`src/pltkb_pkg.sv`:
```
// Shared types, constants and helper functions of the point light blend unit.
`timescale 1ns / 1ps

package pltkb_pkg;

   localparam logic OPC_WRITE = 1'b0;
   localparam logic OPC_QUERY = 1'b1;

   localparam logic [4:0]  Q_T    = 5'd17;
   localparam logic [4:0]  Q_UNIT = 5'd16;
   localparam logic [4:0]  Q_TINT = 5'd8;

   localparam logic [31:0] DIR_MIN_LEN   = 32'd16;
   localparam logic [16:0] UNIT_MAX      = 17'd32767;
   localparam logic [29:0] FULL_STRENGTH = 30'd65536;
   localparam logic [7:0]  TINT_MAX      = 8'd255;

   typedef struct packed {
      logic [31:0] pos_x;
      logic [31:0] pos_y;
      logic [30:0] radius;
      logic [15:0] intensity;
      logic [23:0] colour;
   } entry_type;

   typedef struct packed {
      logic [23:0]        weight;
      logic signed [15:0] ux;
      logic signed [15:0] uy;
      logic [23:0]        colour;
   } kept_type;

   typedef struct packed {
      logic        start;
      logic [47:0] num;
      logic [31:0] den;
      logic [4:0]  qbits;
   } div_req_type;

   typedef struct packed {
      logic        done;
      logic [16:0] quot;
   } div_rsp_type;

   typedef struct packed {
      logic        start;
      logic [63:0] value;
   } sqrt_req_type;

   typedef struct packed {
      logic        done;
      logic [31:0] root;
   } sqrt_rsp_type;

   function automatic logic signed [15:0] unit_comp(input logic [16:0] q, input logic neg);
      logic [14:0] m;
      m = (q > UNIT_MAX) ? 15'h7fff : q[14:0];
      return neg ? -$signed({1'b0, m}) : $signed({1'b0, m});
   endfunction

   function automatic logic [7:0] tint_sat(input logic [16:0] q);
      return (q > 17'(TINT_MAX)) ? TINT_MAX : q[7:0];
   endfunction

endpackage

```
`src/pltkb_sqrt.sv`:
```
// Floor integer square root of a 64-bit value, two radicand bits per cycle.
`timescale 1ns / 1ps

module pltkb_sqrt import pltkb_pkg::*; (
   input  logic         clock,
   input  logic         reset,
   input  sqrt_req_type req,
   output sqrt_rsp_type rsp
);

   logic [63:0] v_ff, v_in;
   logic [33:0] rem_ff, rem_in;
   logic [31:0] root_ff, root_in;
   logic [5:0]  cnt_ff, cnt_in;
   logic        busy_ff, busy_in;
   logic        done_ff, done_in;
   logic [35:0] rem4;
   logic [35:0] trial;
   logic        ge;

   always_comb begin
      rem4    = {rem_ff, v_ff[63:62]};
      trial   = {2'b00, root_ff, 2'b01};
      ge      = rem4 >= trial;
      v_in    = v_ff;
      rem_in  = rem_ff;
      root_in = root_ff;
      cnt_in  = cnt_ff;
      busy_in = busy_ff;
      done_in = 1'b0;
      if (req.start) begin
         v_in    = req.value;
         rem_in  = '0;
         root_in = '0;
         cnt_in  = 6'd32;
         busy_in = 1'b1;
      end else if (busy_ff) begin
         v_in    = {v_ff[61:0], 2'b00};
         rem_in  = ge ? 34'(rem4 - trial) : rem4[33:0];
         root_in = {root_ff[30:0], ge};
         cnt_in  = cnt_ff - 6'd1;
         if (cnt_ff == 6'd1) begin
            busy_in = 1'b0;
            done_in = 1'b1;
         end
      end
   end

   always_ff @(posedge clock) begin
      if (reset) begin
         busy_ff <= 1'b0;
         done_ff <= 1'b0;
         cnt_ff  <= '0;
      end else begin
         busy_ff <= busy_in;
         done_ff <= done_in;
         cnt_ff  <= cnt_in;
      end
   end

   always_ff @(posedge clock) begin
      v_ff    <= v_in;
      rem_ff  <= rem_in;
      root_ff <= root_in;
   end

   assign rsp.done = done_ff;
   assign rsp.root = root_ff;

endmodule

```
`config.mk`:
```
export PLATFORM = sky130hd
export DESIGN_NAME = pltkb_sqrt
export DESIGN_NICKNAME = d
export VERILOG_FILES = /design/src/pltkb_pkg.sv /design/src/pltkb_sqrt.sv
export SDC_FILE = /design/constraint.sdc
export NUM_CORES = 1
export LEC_CHECK = 0
export BUFFER_PORTS_ARGS = -buffer_cell sky130_fd_sc_hd__buf_4
export CORE_MARGIN = 5
export CORE_UTILIZATION = 39
export DETAILED_ROUTE_END_ITERATION = 8
export PLACE_DENSITY = 0.7
export SETUP_SLACK_MARGIN = 0.02
export SYNTH_ARGS = -nofsm -noshare
export SYNTH_HDL_FRONTEND = slang
export SYNTH_SLANG_ARGS = --single-unit
```
`constraint.sdc`:
```
create_clock -name clock -period 5.9 [get_ports clock]
set_input_delay 0.59 -clock clock [delete_from_list [all_inputs] [get_ports clock]]
set_output_delay 0.59 -clock clock [all_outputs]
set_load 0.005 [all_outputs]
```
==> impl_results.md <==
* Setup TNS at 0 ns
* Skew final at 0.0119 ns
* Period utilisation layout at 0.591
* Syn Inst Count at 747
* Crit path kind: reg -> reg
* I/O Buffers at 99
* Final Max Tran Viols at 0
* Final critical-path required period at 3.49 ns
* Data required time at the worst endpoint at 6.17 ns
* Syn avg cell area at 10.1 µm²
* Diode count at 0
* Power share of the sequential group at 0.297
* Hold depth at 2
* # DRC at 0
* Vias per cell at 5.14
* Nets@finish at 933
* H-tree levels at 4
* Hold Startpoint: reset
* Slowest stage delay, CP at 0.46 ns
* Final Non-Filler Cells at 1103
* Drt pass-1 iters at 5
* Gp weighted congestion at 0.870
* Vias in the first global route at 5659
* Crit-path slowest cell: a2111oi_2
* Worst slew margin at 0.332
* # fillers at 1758
* TritonCTS clock tree: done
* NetSw at 1520 µW
* Post-Syn Nets at 850
* Cell count after placement at 1071
* Antenna-violating nets left at 0
* Cell area after synthesis at 0.00753 mm²
* Initial antenna violation count at 0
* R2R depth at 12
* GR Layer Usage met1 at 0.194
* Die height at 149 µm
* Clock Power Share at 0.264
* Worst Hold Class: in -> reg
* Synth Flop Type: dfxtp_1
* Setup-failing EPs final at 0
* Synth-to-Final Area Change at 20.4%
* Worst setup SP type: flop
* Top cell type's share of synthesized area at 0.255
* CTS Buf Count at 17
* Clock sink count at 138
* Clock-pin slew on the worst setup and hold paths at 0.07 ns
* R2R Path Start: root_ff[0]
* Detailed Route WL at 16.6 mm
* Async S/R FF share, synth at 0
* Net Sw Frac at 0.372
* GRT met3 Usage at 0.0665
* Crit-path cells: inv_1 -> ha_1 -> nand2b_1 -> a2111oi_2 -> o211ai_1 -> a31oi_1 -> o21ai_0 -> o21ai_4 -> buf_4 -> nand2_1 -> nor2_1 -> nor4_1
* Buffer levels on the longest clock path at 2
* Unique masters post-synth at 57
* Std-Cell Rows at 50
* CP arrival at 3.75 ns
* Boundary Pins at 100
* Cell taking the most area after synthesis: edfxtp_1
* Critical path's top delay family: compound AO/OA/AOI/OAI gates
* Vias at 5671
* Status: complete, no violations
* CP bufs+invs at 2
* CTS root buffer: clkbuf_16
* Post-cts resize count at 0
* Met2 GRT Util at 0.240
* Avg WL per Cell at 15.1 µm
* Detail Placement HPWL at 11.7 mm
* Internal power at 2560 µW
* Leak at 0.00371 µW
* Peak VDD IR at 242 µV
* R2r endpoint: rem_ff[25]
* Die X at 149 µm
* Worst skew pair latency at 0.42 ns
* R2r setup slk at 2.41 ns
* Initial DRC Count at 284
* Power density over the cells at 450 mW/mm²
* Pin count of the biggest net entering global routing at 80
* Die footprint at 0.0222 mm²
* Remaining global-route overflow at 0
* Max-cap violations at 0
* Cts hold-fix bufs at 0
* Final core occ at 0.481
* WHS Endpoint: cnt_ff[5]
* Comb pwr share at 0.439
* Hold Violations, Final at 0
* Worst slew pin tran at 1.00 ns
* RSZ-0062 raised after global routing: false
* Worst-path maximum fanout at 30
* Fmax at 287 MHz
* EDFF count, synth at 64
* Core Area at 0.0188 mm²
* Initial Util at 0.400
* Synth area leaders: edfxtp_1 26%, dfxtp_1 20%, mux2_2 9.3%
* Ys Warns at 0
* Overall global routing resource usage at 0.153
* #FFs+latches synth at 138
* Post-CTS setup buffer count at 0
* Top Usage Layer GRT: met2
* Seq/Total Area, Yosys at 0.452
* Layout cells sized above 1 at 0.246
* First-pass GRT wire length at 27.6 mm
* Critical Path Sink Type: flop
-- cells in the final DEF (no fill, tap or decap), types with 21 or more instances in the layout --
master / instances
nor2_1: 94
dfxtp_1: 73
edfxtp_1: 64
nand2_1: 46
mux2_2: 62
inv_1: 44
ha_1: 36
a211oi_1: 23
buf_4: 103
mux2i_1: 49
a21oi_1: 40
o21ai_0: 21
-- through the flow --
| stage | cell area, µm² | hold slack, ns | power, µW | worst slack, ns |
|---|---|---|---|---|
| after floorplan | 7530 | 0.438 | 2640 | 2.91 |
| after global placement | 8470 | 0.454 | 3000 | 2.55 |
| after detailed placement | 8470 | 0.464 | 3000 | 2.40 |
| after CTS | 9060 | 0.314 | 4100 | 2.37 |
| after global routing | 9060 | 0.320 | 4370 | 2.05 |
| final | 9060 | 0.333 | 4080 | 2.41 |
-- layer usage --
metal,wire length [µm],vias to the layer above,part of all wire
met5,0,-,0
met4,197,0,0.012
met3,1490,19,0.090
met2,7410,162,0.44
met1,7550,2645,0.45
li1,-,2845,-
-- Yosys cell counts (2+ instances only) --
master,instances
a21oi_1,40
a21o_1,14
a211oi_1,23
nor4_1,4
o21a_1,10
buf_1,4
nand2_1,46
a31oi_1,5
and2_1,3
buf_2,4
o22ai_1,2
nand3_1,11
inv_1,45
mux2i_1,49
o21bai_1,5
nand4_1,5
xor2_1,16
nor3_1,11
or3_1,5
o41ai_1,2
clkbuf_1,27
and3_1,4
buf_4,3
dfxtp_1,74
edfxtp_1,64
a221o_1,2
or2_2,2
nor2_1,94
o21ai_0,22
o211ai_1,7
xnor2_1,19
mux2_2,62
a22o_1,2
o31a_1,2
nand2b_1,2
ha_1,36
-- power by group through the flow --
| stage | combinational (µW) | sequential (µW) | clock [µW] |
|---|---|---|---|
| 4_1_cts | 1780 | 1210 | 1100 |
| 3_3_place_gp | 1770 | 1230 | 0 |
| 5_1_grt | 2000 | 1230 | 1150 |
| 2_1_floorplan | 1440 | 1200 | 0 |
| 6_report | 1790 | 1210 | 1080 |
| 3_5_place_dp | 1770 | 1230 | 0 |
-- cell families (layout without fill, tap and decap cells) --
family,count (synthesis),in the layout,synth area share
and+or+nand+nor,193,193,0.112
AOI/OAI and AO/OA,149,149,0.132
DFF,138,138,0.452
muxes,111,111,0.158
buffers and inverters,85,181,0.0455
adders and majority gates,36,36,0.0598
xor gates and xnor gates,35,35,0.0407
-- how the worst max path moves through the flow --
stage               start          to  slack (ns)  cells after the start
5_1_grt        root_ff[0]  rem_ff[18]        2.05                     12
3_5_place_dp   root_ff[0]  rem_ff[25]        2.40                     12
6_report       root_ff[0]  rem_ff[25]        2.41                     12
3_3_place_gp   root_ff[3]  rem_ff[25]        2.55                     12
4_1_cts        root_ff[0]  rem_ff[25]        2.37                     12
2_1_floorplan  root_ff[6]  rem_ff[33]        2.91                     12
-- final cells by class --
cell class,count,area [µm²],area share
multi-input combinational,524,3790,0.419
sequential,138,3410,0.376
timing repair buffer,103,773,0.0853
clock buffer,18,429,0.0474
tap,260,325,0.0359
inverter,46,173,0.0191
clock inverter,14,160,0.0177
-- registers in the layout, indices dropped and copies added, names as in the netlist --
register  cells
rem_ff       34
v_ff         64
root_ff      32
cnt_ff        6
done_ff       1
busy_ff       1
Power figures use the tool's default switching activity.
