**src/pltkb_pkg.sv**
```systemverilog
// Shared types, constants and helper functions of the point light blend unit.
`timescale 1ns / 1ps

package pltkb_pkg;

   localparam logic OPC_WRITE = 1'b0;
   localparam logic OPC_QUERY = 1'b1;

   localparam logic [4:0]  Q_T    = 5'd17;
   localparam logic [4:0]  Q_UNIT = 5'd16;
   localparam logic [4:0]  Q_TINT = 5'd8;

   localparam logic [31:0] DIR_MIN_LEN   = 32'd16;
   localparam logic [16:0] UNIT_MAX      = 17'd32767;
   localparam logic [29:0] FULL_STRENGTH = 30'd65536;
   localparam logic [7:0]  TINT_MAX      = 8'd255;

   typedef struct packed {
      logic [31:0] pos_x;
      logic [31:0] pos_y;
      logic [30:0] radius;
      logic [15:0] intensity;
      logic [23:0] colour;
   } entry_type;

   typedef struct packed {
      logic [23:0]        weight;
      logic signed [15:0] ux;
      logic signed [15:0] uy;
      logic [23:0]        colour;
   } kept_type;

   typedef struct packed {
      logic        start;
      logic [47:0] num;
      logic [31:0] den;
      logic [4:0]  qbits;
   } div_req_type;

   typedef struct packed {
      logic        done;
      logic [16:0] quot;
   } div_rsp_type;

   typedef struct packed {
      logic        start;
      logic [63:0] value;
   } sqrt_req_type;

   typedef struct packed {
      logic        done;
      logic [31:0] root;
   } sqrt_rsp_type;

   function automatic logic signed [15:0] unit_comp(input logic [16:0] q, input logic neg);
      logic [14:0] m;
      m = (q > UNIT_MAX) ? 15'h7fff : q[14:0];
      return neg ? -$signed({1'b0, m}) : $signed({1'b0, m});
   endfunction

   function automatic logic [7:0] tint_sat(input logic [16:0] q);
      return (q > 17'(TINT_MAX)) ? TINT_MAX : q[7:0];
   endfunction

endpackage

```
**src/pltkb_div.sv**
```systemverilog
// Restoring divider, one quotient bit per cycle, quotient length set per request.
`timescale 1ns / 1ps

module pltkb_div import pltkb_pkg::*; (
   input  logic        clock,
   input  logic        reset,
   input  div_req_type req,
   output div_rsp_type rsp
);

   logic [47:0] num_ff, num_in;
   logic [31:0] den_ff, den_in;
   logic [31:0] rem_ff, rem_in;
   logic [16:0] q_ff, q_in;
   logic [4:0]  cnt_ff, cnt_in;
   logic        busy_ff, busy_in;
   logic        done_ff, done_in;
   logic [5:0]  bit_idx;
   logic [32:0] rem2;
   logic        ge;
   logic [47:0] head;

   always_comb begin
      bit_idx = 6'(cnt_ff) - 6'd1;
      rem2    = {rem_ff, num_ff[bit_idx]};
      ge      = rem2 >= {1'b0, den_ff};
      head    = req.num >> req.qbits;
      num_in  = num_ff;
      den_in  = den_ff;
      rem_in  = rem_ff;
      q_in    = q_ff;
      cnt_in  = cnt_ff;
      busy_in = busy_ff;
      done_in = 1'b0;
      if (req.start) begin
         num_in  = req.num;
         den_in  = req.den;
         rem_in  = head[31:0];
         q_in    = '0;
         cnt_in  = req.qbits;
         busy_in = 1'b1;
      end else if (busy_ff) begin
         rem_in = ge ? 32'(rem2 - {1'b0, den_ff}) : rem2[31:0];
         q_in   = {q_ff[15:0], ge};
         cnt_in = cnt_ff - 5'd1;
         if (cnt_ff == 5'd1) begin
            busy_in = 1'b0;
            done_in = 1'b1;
         end
      end
   end

   always_ff @(posedge clock) begin
      if (reset) begin
         busy_ff <= 1'b0;
         done_ff <= 1'b0;
         cnt_ff  <= '0;
      end else begin
         busy_ff <= busy_in;
         done_ff <= done_in;
         cnt_ff  <= cnt_in;
      end
   end

   always_ff @(posedge clock) begin
      num_ff <= num_in;
      den_ff <= den_in;
      rem_ff <= rem_in;
      q_ff   <= q_in;
   end

   assign rsp.done = done_ff;
   assign rsp.quot = q_ff;

endmodule

```
**config.mk**
```make
export PLATFORM = sky130hd
export DESIGN_NAME = pltkb_div
export DESIGN_NICKNAME = d
export VERILOG_FILES = /design/src/pltkb_pkg.sv /design/src/pltkb_div.sv
export SDC_FILE = /design/constraint.sdc
export NUM_CORES = 1
export LEC_CHECK = 0
export ABC_AREA = 1
export ABC_CLOCK_PERIOD_IN_PS = 4300
export BUFFER_PORTS_ARGS = -buffer_cell sky130_fd_sc_hd__buf_2
export CORE_MARGIN = 2
export CORE_UTILIZATION = 55
export DETAILED_ROUTE_END_ITERATION = 12
export PLACE_DENSITY = 0.75
export SLEW_MARGIN = 20
export SYNTH_ARGS = -nofsm -noshare
export SYNTH_HDL_FRONTEND = slang
export SYNTH_SLANG_ARGS = --single-unit
```
**constraint.sdc**
```tcl
create_clock -name clock -period 4.3 [get_ports clock]
set_input_delay 0.215 -clock clock [delete_from_list [all_inputs] [get_ports clock]]
set_output_delay 0.215 -clock clock [all_outputs]
set_load 0.03 [all_outputs]
```
==> impl_results.md, run 1 <==
- WS Path Type: reg -> reg
- Placed instance area: 10,800 um2
- Largest net degree at the start of global routing: 67
- CTS Buf Count: 17
- Unrepaired setup endpoints after global routing: false
- Post-synthesis sequential area ratio: 33.9%
- Maximum fanout along the worst path: 7
- Die ar.: 19,800 um2
- Hold Vio Cnt, Final: 0
- Worst Tran Pin Value: 0.980 ns
- Cells after Synth: 1,578
- Status: completed
- Pre-antenna DRT Iters: 6
- Max cap viols: 0
- Cell taking the most area after synthesis: edfxtp_1
- Via count: 10,700
- Worst Hold Endpoint: num_ff[26]
- Die Height: 141 um
- Crit path from: cnt_ff[0]
- CORE AREA: 18,100 um2
- Fmax: 271 MHz
- Final setup viols: 0
- # port buffers: 105
- Area contributors post-synth: edfxtp_1 (29%), nand2_1 (22%), nand3_1 (11%)
- NumNets Final: 1,831
- Most frequent cell after synthesis: nand2_1
- Reg-to-Reg End: rem_ff[30]
- Hold depth: 1
- Clock root buffer: clkbuf_16
- Number of warnings issued by yosys: 0
- First-pass GRT wire length: 50.6 mm
- Ys async rst share: 0%
- Post_cts resized: 0
- R2r setup slk: 0.61 ns
- Design area: 12,000 um2
- Sum Neg Setup Slack: 0 ns
- Critical Path End Type: flip-flop
- FF/Latch Area: 3480 um2
- Hold buffers post-CTS: 53
- Antenna violations before repair: 0
- DR WL/cell: 16.3 um
- Cell Rows: 49
- Syn Area/Cell: 6.50 um2
- Layout cells sized above 1: 11.2%
- Hold_sp: req[63]
- Vias in the first global route: 9,909
- Clock buffer depth: 2
- Die boundary width: 141 um
- Placer Congestion: 0.945
- Post-Syn Area: 10,300 um2
- Count of state elements after synthesis: 124
- Sink Count: 124
- Unique masters post-synth: 49
- Crit path launch type: flip-flop
- Dominant synthesized flop cell: edfxtp_1
- Remaining DRCs: 0
- Syn_nets: 1,701
- Hpwl dp: 23.4 mm
- Clock slew at reported path FFs: 0.06 ns
- H-tree levels: 4
- Crit path DAT: 3.88 ns
- Clock Skews: 0.0112 ns
- Worst slew margin: 34.6%
- GRT Util Overall: 32.5%
- Reg2reg path depth: 26
- Starting Density: 56.6%
- Final ANT Viol Nets: 0
- Max rail drop VDD: 0.000304 V
- EDFF count, synth: 100
- # IOs: 106
- Synth top area share: 29.3%
- CTS tree: built
- Fill count: 1,688
- Layout area overhead: 17.0%
- Remaining global-route overflow: 0
- R2r startpoint: cnt_ff[0]
- Commonest cells in the netlist: nand2_1 (588), inv_1 (247), nand3_1 (218)
- Clock Latency Late Sink: 0.43 ns
- Vias per cell: 5.47
- Pleak: 6.13 nW
- Buffer count from post-CTS setup fixing: 0
- Multi-input logic area: 5500 um2
- Final min period: 3.69 ns
- WL final: 31.8 mm
- Hold WC Path Type: in -> reg
- Slew Viols, Final: 0
- WP data required: 4.49 ns
- Initial drt markers: 1,176
- ANT cells: 0
- Final Cycle Share: 85.7%
- Power per cell area: 453 nW/um2
[registers in the layout, indices dropped and copies added (netlist names)]
| signal | cells |
|---|---|
| num_ff | 36 |
| cnt_ff | 5 |
| busy_ff | 1 |
| q_ff | 17 |
| rem_ff | 32 |
| den_ff | 32 |
| done_ff | 1 |
[how the worst max path moves through the flow]
stage / to / slack (ns) / cells after the start
CTS: rem_ff[16] / 0.67 / 25
finish: rem_ff[30] / 0.61 / 26
detailed placement: rem_ff[16] / 0.72 / 25
floorplan: rem_ff[24] / 0.78 / 28
global placement: rem_ff[28] / 0.82 / 25
global route: rem_ff[18] / 0.26 / 26
[worst max-delay path: stages (launching register included)]
cell and delay [ns]:
dfxtp_1 0.33, inv_1 0.06, ha_1 0.22, xnor2_1 0.51
inv_1 0.19, nand2_1 0.11, nand2_1 0.05, nand2_1 0.05
nand3b_1 0.07, nand3_1 0.11, nand2_1 0.07, inv_1 0.06
ha_1 0.14, inv_1 0.08, fa_1 0.41, nand2_1 0.09
nand3_1 0.08, nand3_1 0.07, nand2_1 0.11, nand2_1 0.09
nand2_1 0.09, nand2_1 0.13, nand2_1 0.07, nand2_1 0.06
nand3_1 0.06, nand2_1 0.07, nand2_1 0.04
[placed cells by master (no fill, tap or decap), drive strengths merged]
cell / netlist / layout
a21boi: 1 / 1
a21oi: 26 / 26
a22oi: 2 / 2
a31oi: 11 / 11
and2: 5 / 5
buf: 38 / 116
bufinv: 0 / 3
clkbuf: 23 / 17
clkinv: 4 / 9
clkinvlp: 0 / 3
dfxtp: 24 / 24
dlygate4sd3: 0 / 56
edfxtp: 100 / 100
fa: 1 / 1
ha: 34 / 34
inv: 252 / 256
mux2i: 1 / 1
nand2: 595 / 595
nand3: 221 / 221
nand3b: 3 / 3
nand4: 11 / 11
nor2: 77 / 77
nor3: 11 / 11
nor4: 1 / 1
o211ai: 27 / 27
o21a: 5 / 5
o21ai: 39 / 39
o21bai: 5 / 5
o221ai: 1 / 1
o22ai: 20 / 20
o31ai: 1 / 1
or2: 21 / 21
xnor2: 15 / 15
xor2: 3 / 3
[area by class of cell]
cell class / count / area share, %
Clock inverter: 15 / 1.55
Sequential cell: 124 / 29.0
Timing Repair Buffer: 172 / 9.75
Multi-Input combinational cell: 1137 / 45.8
Inverter: 256 / 8.02
Clock buffer: 17 / 3.54
Tap cell: 229 / 2.38
[cells by family (layout without fill, tap and decap cells)]
family / Yosys count / count (layout) / share of synthesized area [%]
xor gates and xnor gates: 18 / 18 / 1.54
and+or+nand+nor: 945 / 945 / 39.3
DFF: 124 / 124 / 33.9
adders and majority gates: 35 / 35 / 4.34
buffers and inverters: 317 / 460 / 12.5
muxes: 1 / 1 / 0.0975
AOI/OAI and AO/OA: 138 / 138 / 8.29
[layer usage]
metal / vias up / routed length (um) / GRT usage, %
li1: 5324 / - / -
met4: 0 / 1000 / 11.2
met2: 478 / 14900 / 54.2
met3: 67 / 2150 / 5.37
met1: 4798 / 13700 / 43.0
met5: - / 0 / 0
[report_power, final]
| group | leakage (nW) | internal (W) | switching, W |
|---|---|---|---|
| combinational | 4.65 | 0.000789 | 0.00153 |
| clock | 0.289 | 0.000920 | 0.000613 |
| sequential | 1.19 | 0.00150 | 0.000101 |
| total | 6.13 | 0.00321 | 0.00224 |
[metrics by stage]
stage	setup WS [ns]	total power (W)	util [%]	std cells	hold slack (ns)
4_1_cts	0.674	0.00539	66.0	1947	0.000797
2_1_floorplan	0.782	0.00327	-	1578	0.284
3_5_place_dp	0.720	0.00383	59.7	1862	0.393
5_1_grt	0.260	0.00579	66.2	1950	0.00173
3_3_place_gp	0.824	0.00381	59.7	1862	0.391
6_report	0.614	0.00545	66.2	1950	0.00663
Power figures use the tool's default switching activity.
==> run 2, diff against run 1 <==
- ABC_AREA: 1 -> not set
- PLACE_DENSITY: 0.75 -> 0.76
==> run 2 against run 1 <==
- the flow now finishes with violations (setup timing)
- register-to-register slack lost 0.65 ns
- sequential share of layout area grew 1.9 points
- cell count shrank 36%
- global-route usage shrank 3.8 points
- critical path type unchanged
- synthesized cell count shrank 45%
- clock power shrank 6%
- combinational power grew 13%
- wire length shrank 20%
==> impl_results.md, run 2 <==
- GRT Util Overall: 28.6%
- Fin cells: 1,252
- EDFF count, synth: 98
- Most common cell after layout, fill and taps aside: buf_2
- Number of warnings issued by yosys: 0
- Unique masters post-synth: 66
- CTS tree: built
- WP data required: 4.48 ns
- CTS Buf Count: 17
- # IOs: 106
- Maximum fanout along the worst path: 6
- Post-synthesis sequential area ratio: 37.5%
- Placer Congestion: 0.983
- Layout area overhead: 21.6%
- Vias in the first global route: 7,373
- Largest net degree at the start of global routing: 79
- Clock Skews: 0.00901 ns
- Unrepaired setup endpoints after global routing: true
- Synth top area share: 32.3%
- Setup ws final: -0.0312 ns
- Initial drt markers: 888
- Antenna violations before repair: 0
- Sink Count: 122
- Via count: 7,746
- Largest registers: num_ff (34), den_ff (32), rem_ff (32)
- ANT cells: 0
- # port buffers: 105
- Design area: 11,100 um2
- Final ANT Viol Nets: 0
- Worst Tran Pin Value: 1.04 ns
- Hold Vio Cnt, Final: 0
- Ys async rst share: 0%
- Final Cycle Share: 101%
- Die ar.: 17,600 um2
- Failing checks: setup timing
- DR WL/cell: 20.3 um
- Commonest cells in the netlist: edfxtp_1 (98), mux2i_1 (96), nand2_1 (77)
- Hpwl dp: 17.8 mm
- Clock Latency Late Sink: 0.44 ns
- Count of state elements after synthesis: 122
- Most frequent cell after synthesis: edfxtp_1
- Fmax: 231 MHz
- Status: finished, violations left
- Remaining global-route overflow: 0
- Final min period: 4.33 ns
- Slew Viols, Final: 0
- Remaining DRCs: 0
- Final setup viols: 3
- Pleak: 4.68 nW
- H-tree levels: 4
- Syn_nets: 998
- Pre-antenna DRT Iters: 6
- Cell Rows: 47
- First-pass GRT wire length: 39.2 mm
- Worst slew margin: 30.9%
- Hold WC Path Type: in -> reg
- Max cap viols: 0
- Starting Density: 55.6%
- Clock slew at reported path FFs: 0.06 ns
- Cells after Synth: 875
- NumNets Final: 1,142
- Dominant synthesized flop cell: edfxtp_1
- Syn Area/Cell: 10.4 um2
- Sum Neg Setup Slack: -0.0344 ns
- Max rail drop VDD: 0.000327 V
- Layout cells sized above 1: 26.5%
- Power per cell area: 513 nW/um2
- Setup WS pre-CTS: -0.297 ns
- WL final: 25.5 mm
- PnR Total Power: 0.00570 W
- Cell taking the most area after synthesis: edfxtp_1
- Max reg flops: 34
- Post-Syn Area: 9120 um2
- Reg with most FFs: num_ff
- Placed instance area: 9880 um2
- Clock root buffer: clkbuf_16
- CORE AREA: 16,400 um2
- Die Height: 133 um
- Clock buffer depth: 2
- Area contributors post-synth: edfxtp_1 (32%), mux2i_1 (11%), mux4_2 (10%)
- Die boundary width: 133 um
- Critical Path End Type: flip-flop
- Most frequent cells in the layout: buf_2 (104), edfxtp_1 (98), mux2i_1 (94)
- Crit path DAT: 4.52 ns
- Cells after DPL: 1,167
- Vias per cell: 6.19
- Crit path launch type: flip-flop
- WS Path Type: reg -> reg
run 2: changes by cell type in the layout (fill, tap and decap cells not counted), sizes merged, moves of 14 or more:
| cell | change |
|---|---|
| or2 | -17 |
| mux2i | +95 |
| inv | -202 |
| mux4 | +42 |
| o211ai | -22 |
| nand2 | -518 |
| nand3 | -207 |
| a211oi | +17 |
| dlygate4sd3 | -16 |
| mux2 | +23 |
| xor2 | +14 |
| a21oi | +33 |
| buf | +26 |
| a21o | +16 |
run 2: worst paths after layout:
path	startpoint	end	slack, ns	cells after the start
max	cnt_ff[0]	rem_ff[28]	-0.03	20
min	req[58]	num_ff[21]	0.005	1
max reg2reg	cnt_ff[0]	rem_ff[28]	-0.03	20
min reg2reg	q_ff[16]	q_ff[16]	0.50	2
run 2: cell type report:
class                   instances  area [um2]
repair buffers                184        1300
fillers                      1219        5310
well taps                     220         275
multi-input cells             650        5340
clock buffers                  20         500
clock inverters                12        93.8
inverters                      44         165
flip-flops and latches        122        3430
run 2: kinds of logic (layout without fill, tap and decap cells):
| kind of cell | after synthesis | after routing | share of synthesized area (%) |
|---|---|---|---|
| compound gates | 204 | 204 | 14.7 |
| xor+xnor | 34 | 34 | 3.26 |
| fa+ha+maj | 35 | 35 | 4.88 |
| buf+inv | 103 | 260 | 4.79 |
| flops | 122 | 122 | 37.5 |
| mux | 161 | 161 | 23.7 |
| simple gates | 216 | 216 | 11.1 |
run 2: power by group:
group	total (W)	internal [W]	switching (W)	leakage (nW)
Clock	0.00144	0.000853	0.000590	0.301
Combinational	0.00263	0.00119	0.00143	3.22
Sequential	0.00163	0.00151	0.000116	1.16
run 2: per-stage QoR:
step	utilization, %	hold slack, ns
floorplan	-	0.287
global placement	60.2	0.392
detailed placement	60.2	0.393
CTS	67.0	0.00164
global route	67.6	0.00793
finish	67.6	0.00507
run 2: timing repair:
action | CTS | global route
hold endpoints to repair | 39 | 1
buffers inserted | 7 | 3
gates cloned | 1 | 3
resized for setup | 11 | 20
pin swaps | 7 | 17
endpoints found under the setup margin | 32 | 32
hold buffers | 39 | 1
run 2: critical path: stages (launching register included):
cell,delay (ns)
dfxtp_2,0.34
inv_2,0.04
ha_4,0.30
buf_6,0.13
mux4_2,0.27
mux4_2,0.48
mux2i_1,0.17
nand2_1,0.09
o21ai_2,0.10
ha_2,0.22
nor2b_1,0.06
o31ai_1,0.23
buf_4,0.16
a21oi_2,0.07
o31ai_4,0.29
a311oi_2,0.16
nor4_4,0.20
buf_6,0.19
buf_6,0.11
nor2_1,0.06
a221o_1,0.40
run 2: per-layer routing:
| layer | vias to the layer above | wire, um | part of all wire (%) | track usage (%) |
|---|---|---|---|---|
| met3 | 66 | 2180 | 8.6 | 5.44 |
| li1 | 3592 | - | - | - |
| met2 | 406 | 12000 | 47 | 46.3 |
| met4 | 0 | 824 | 3.2 | 11.8 |
| met1 | 3682 | 10500 | 41 | 38.1 |
| met5 | - | 0 | 0 | 0 |
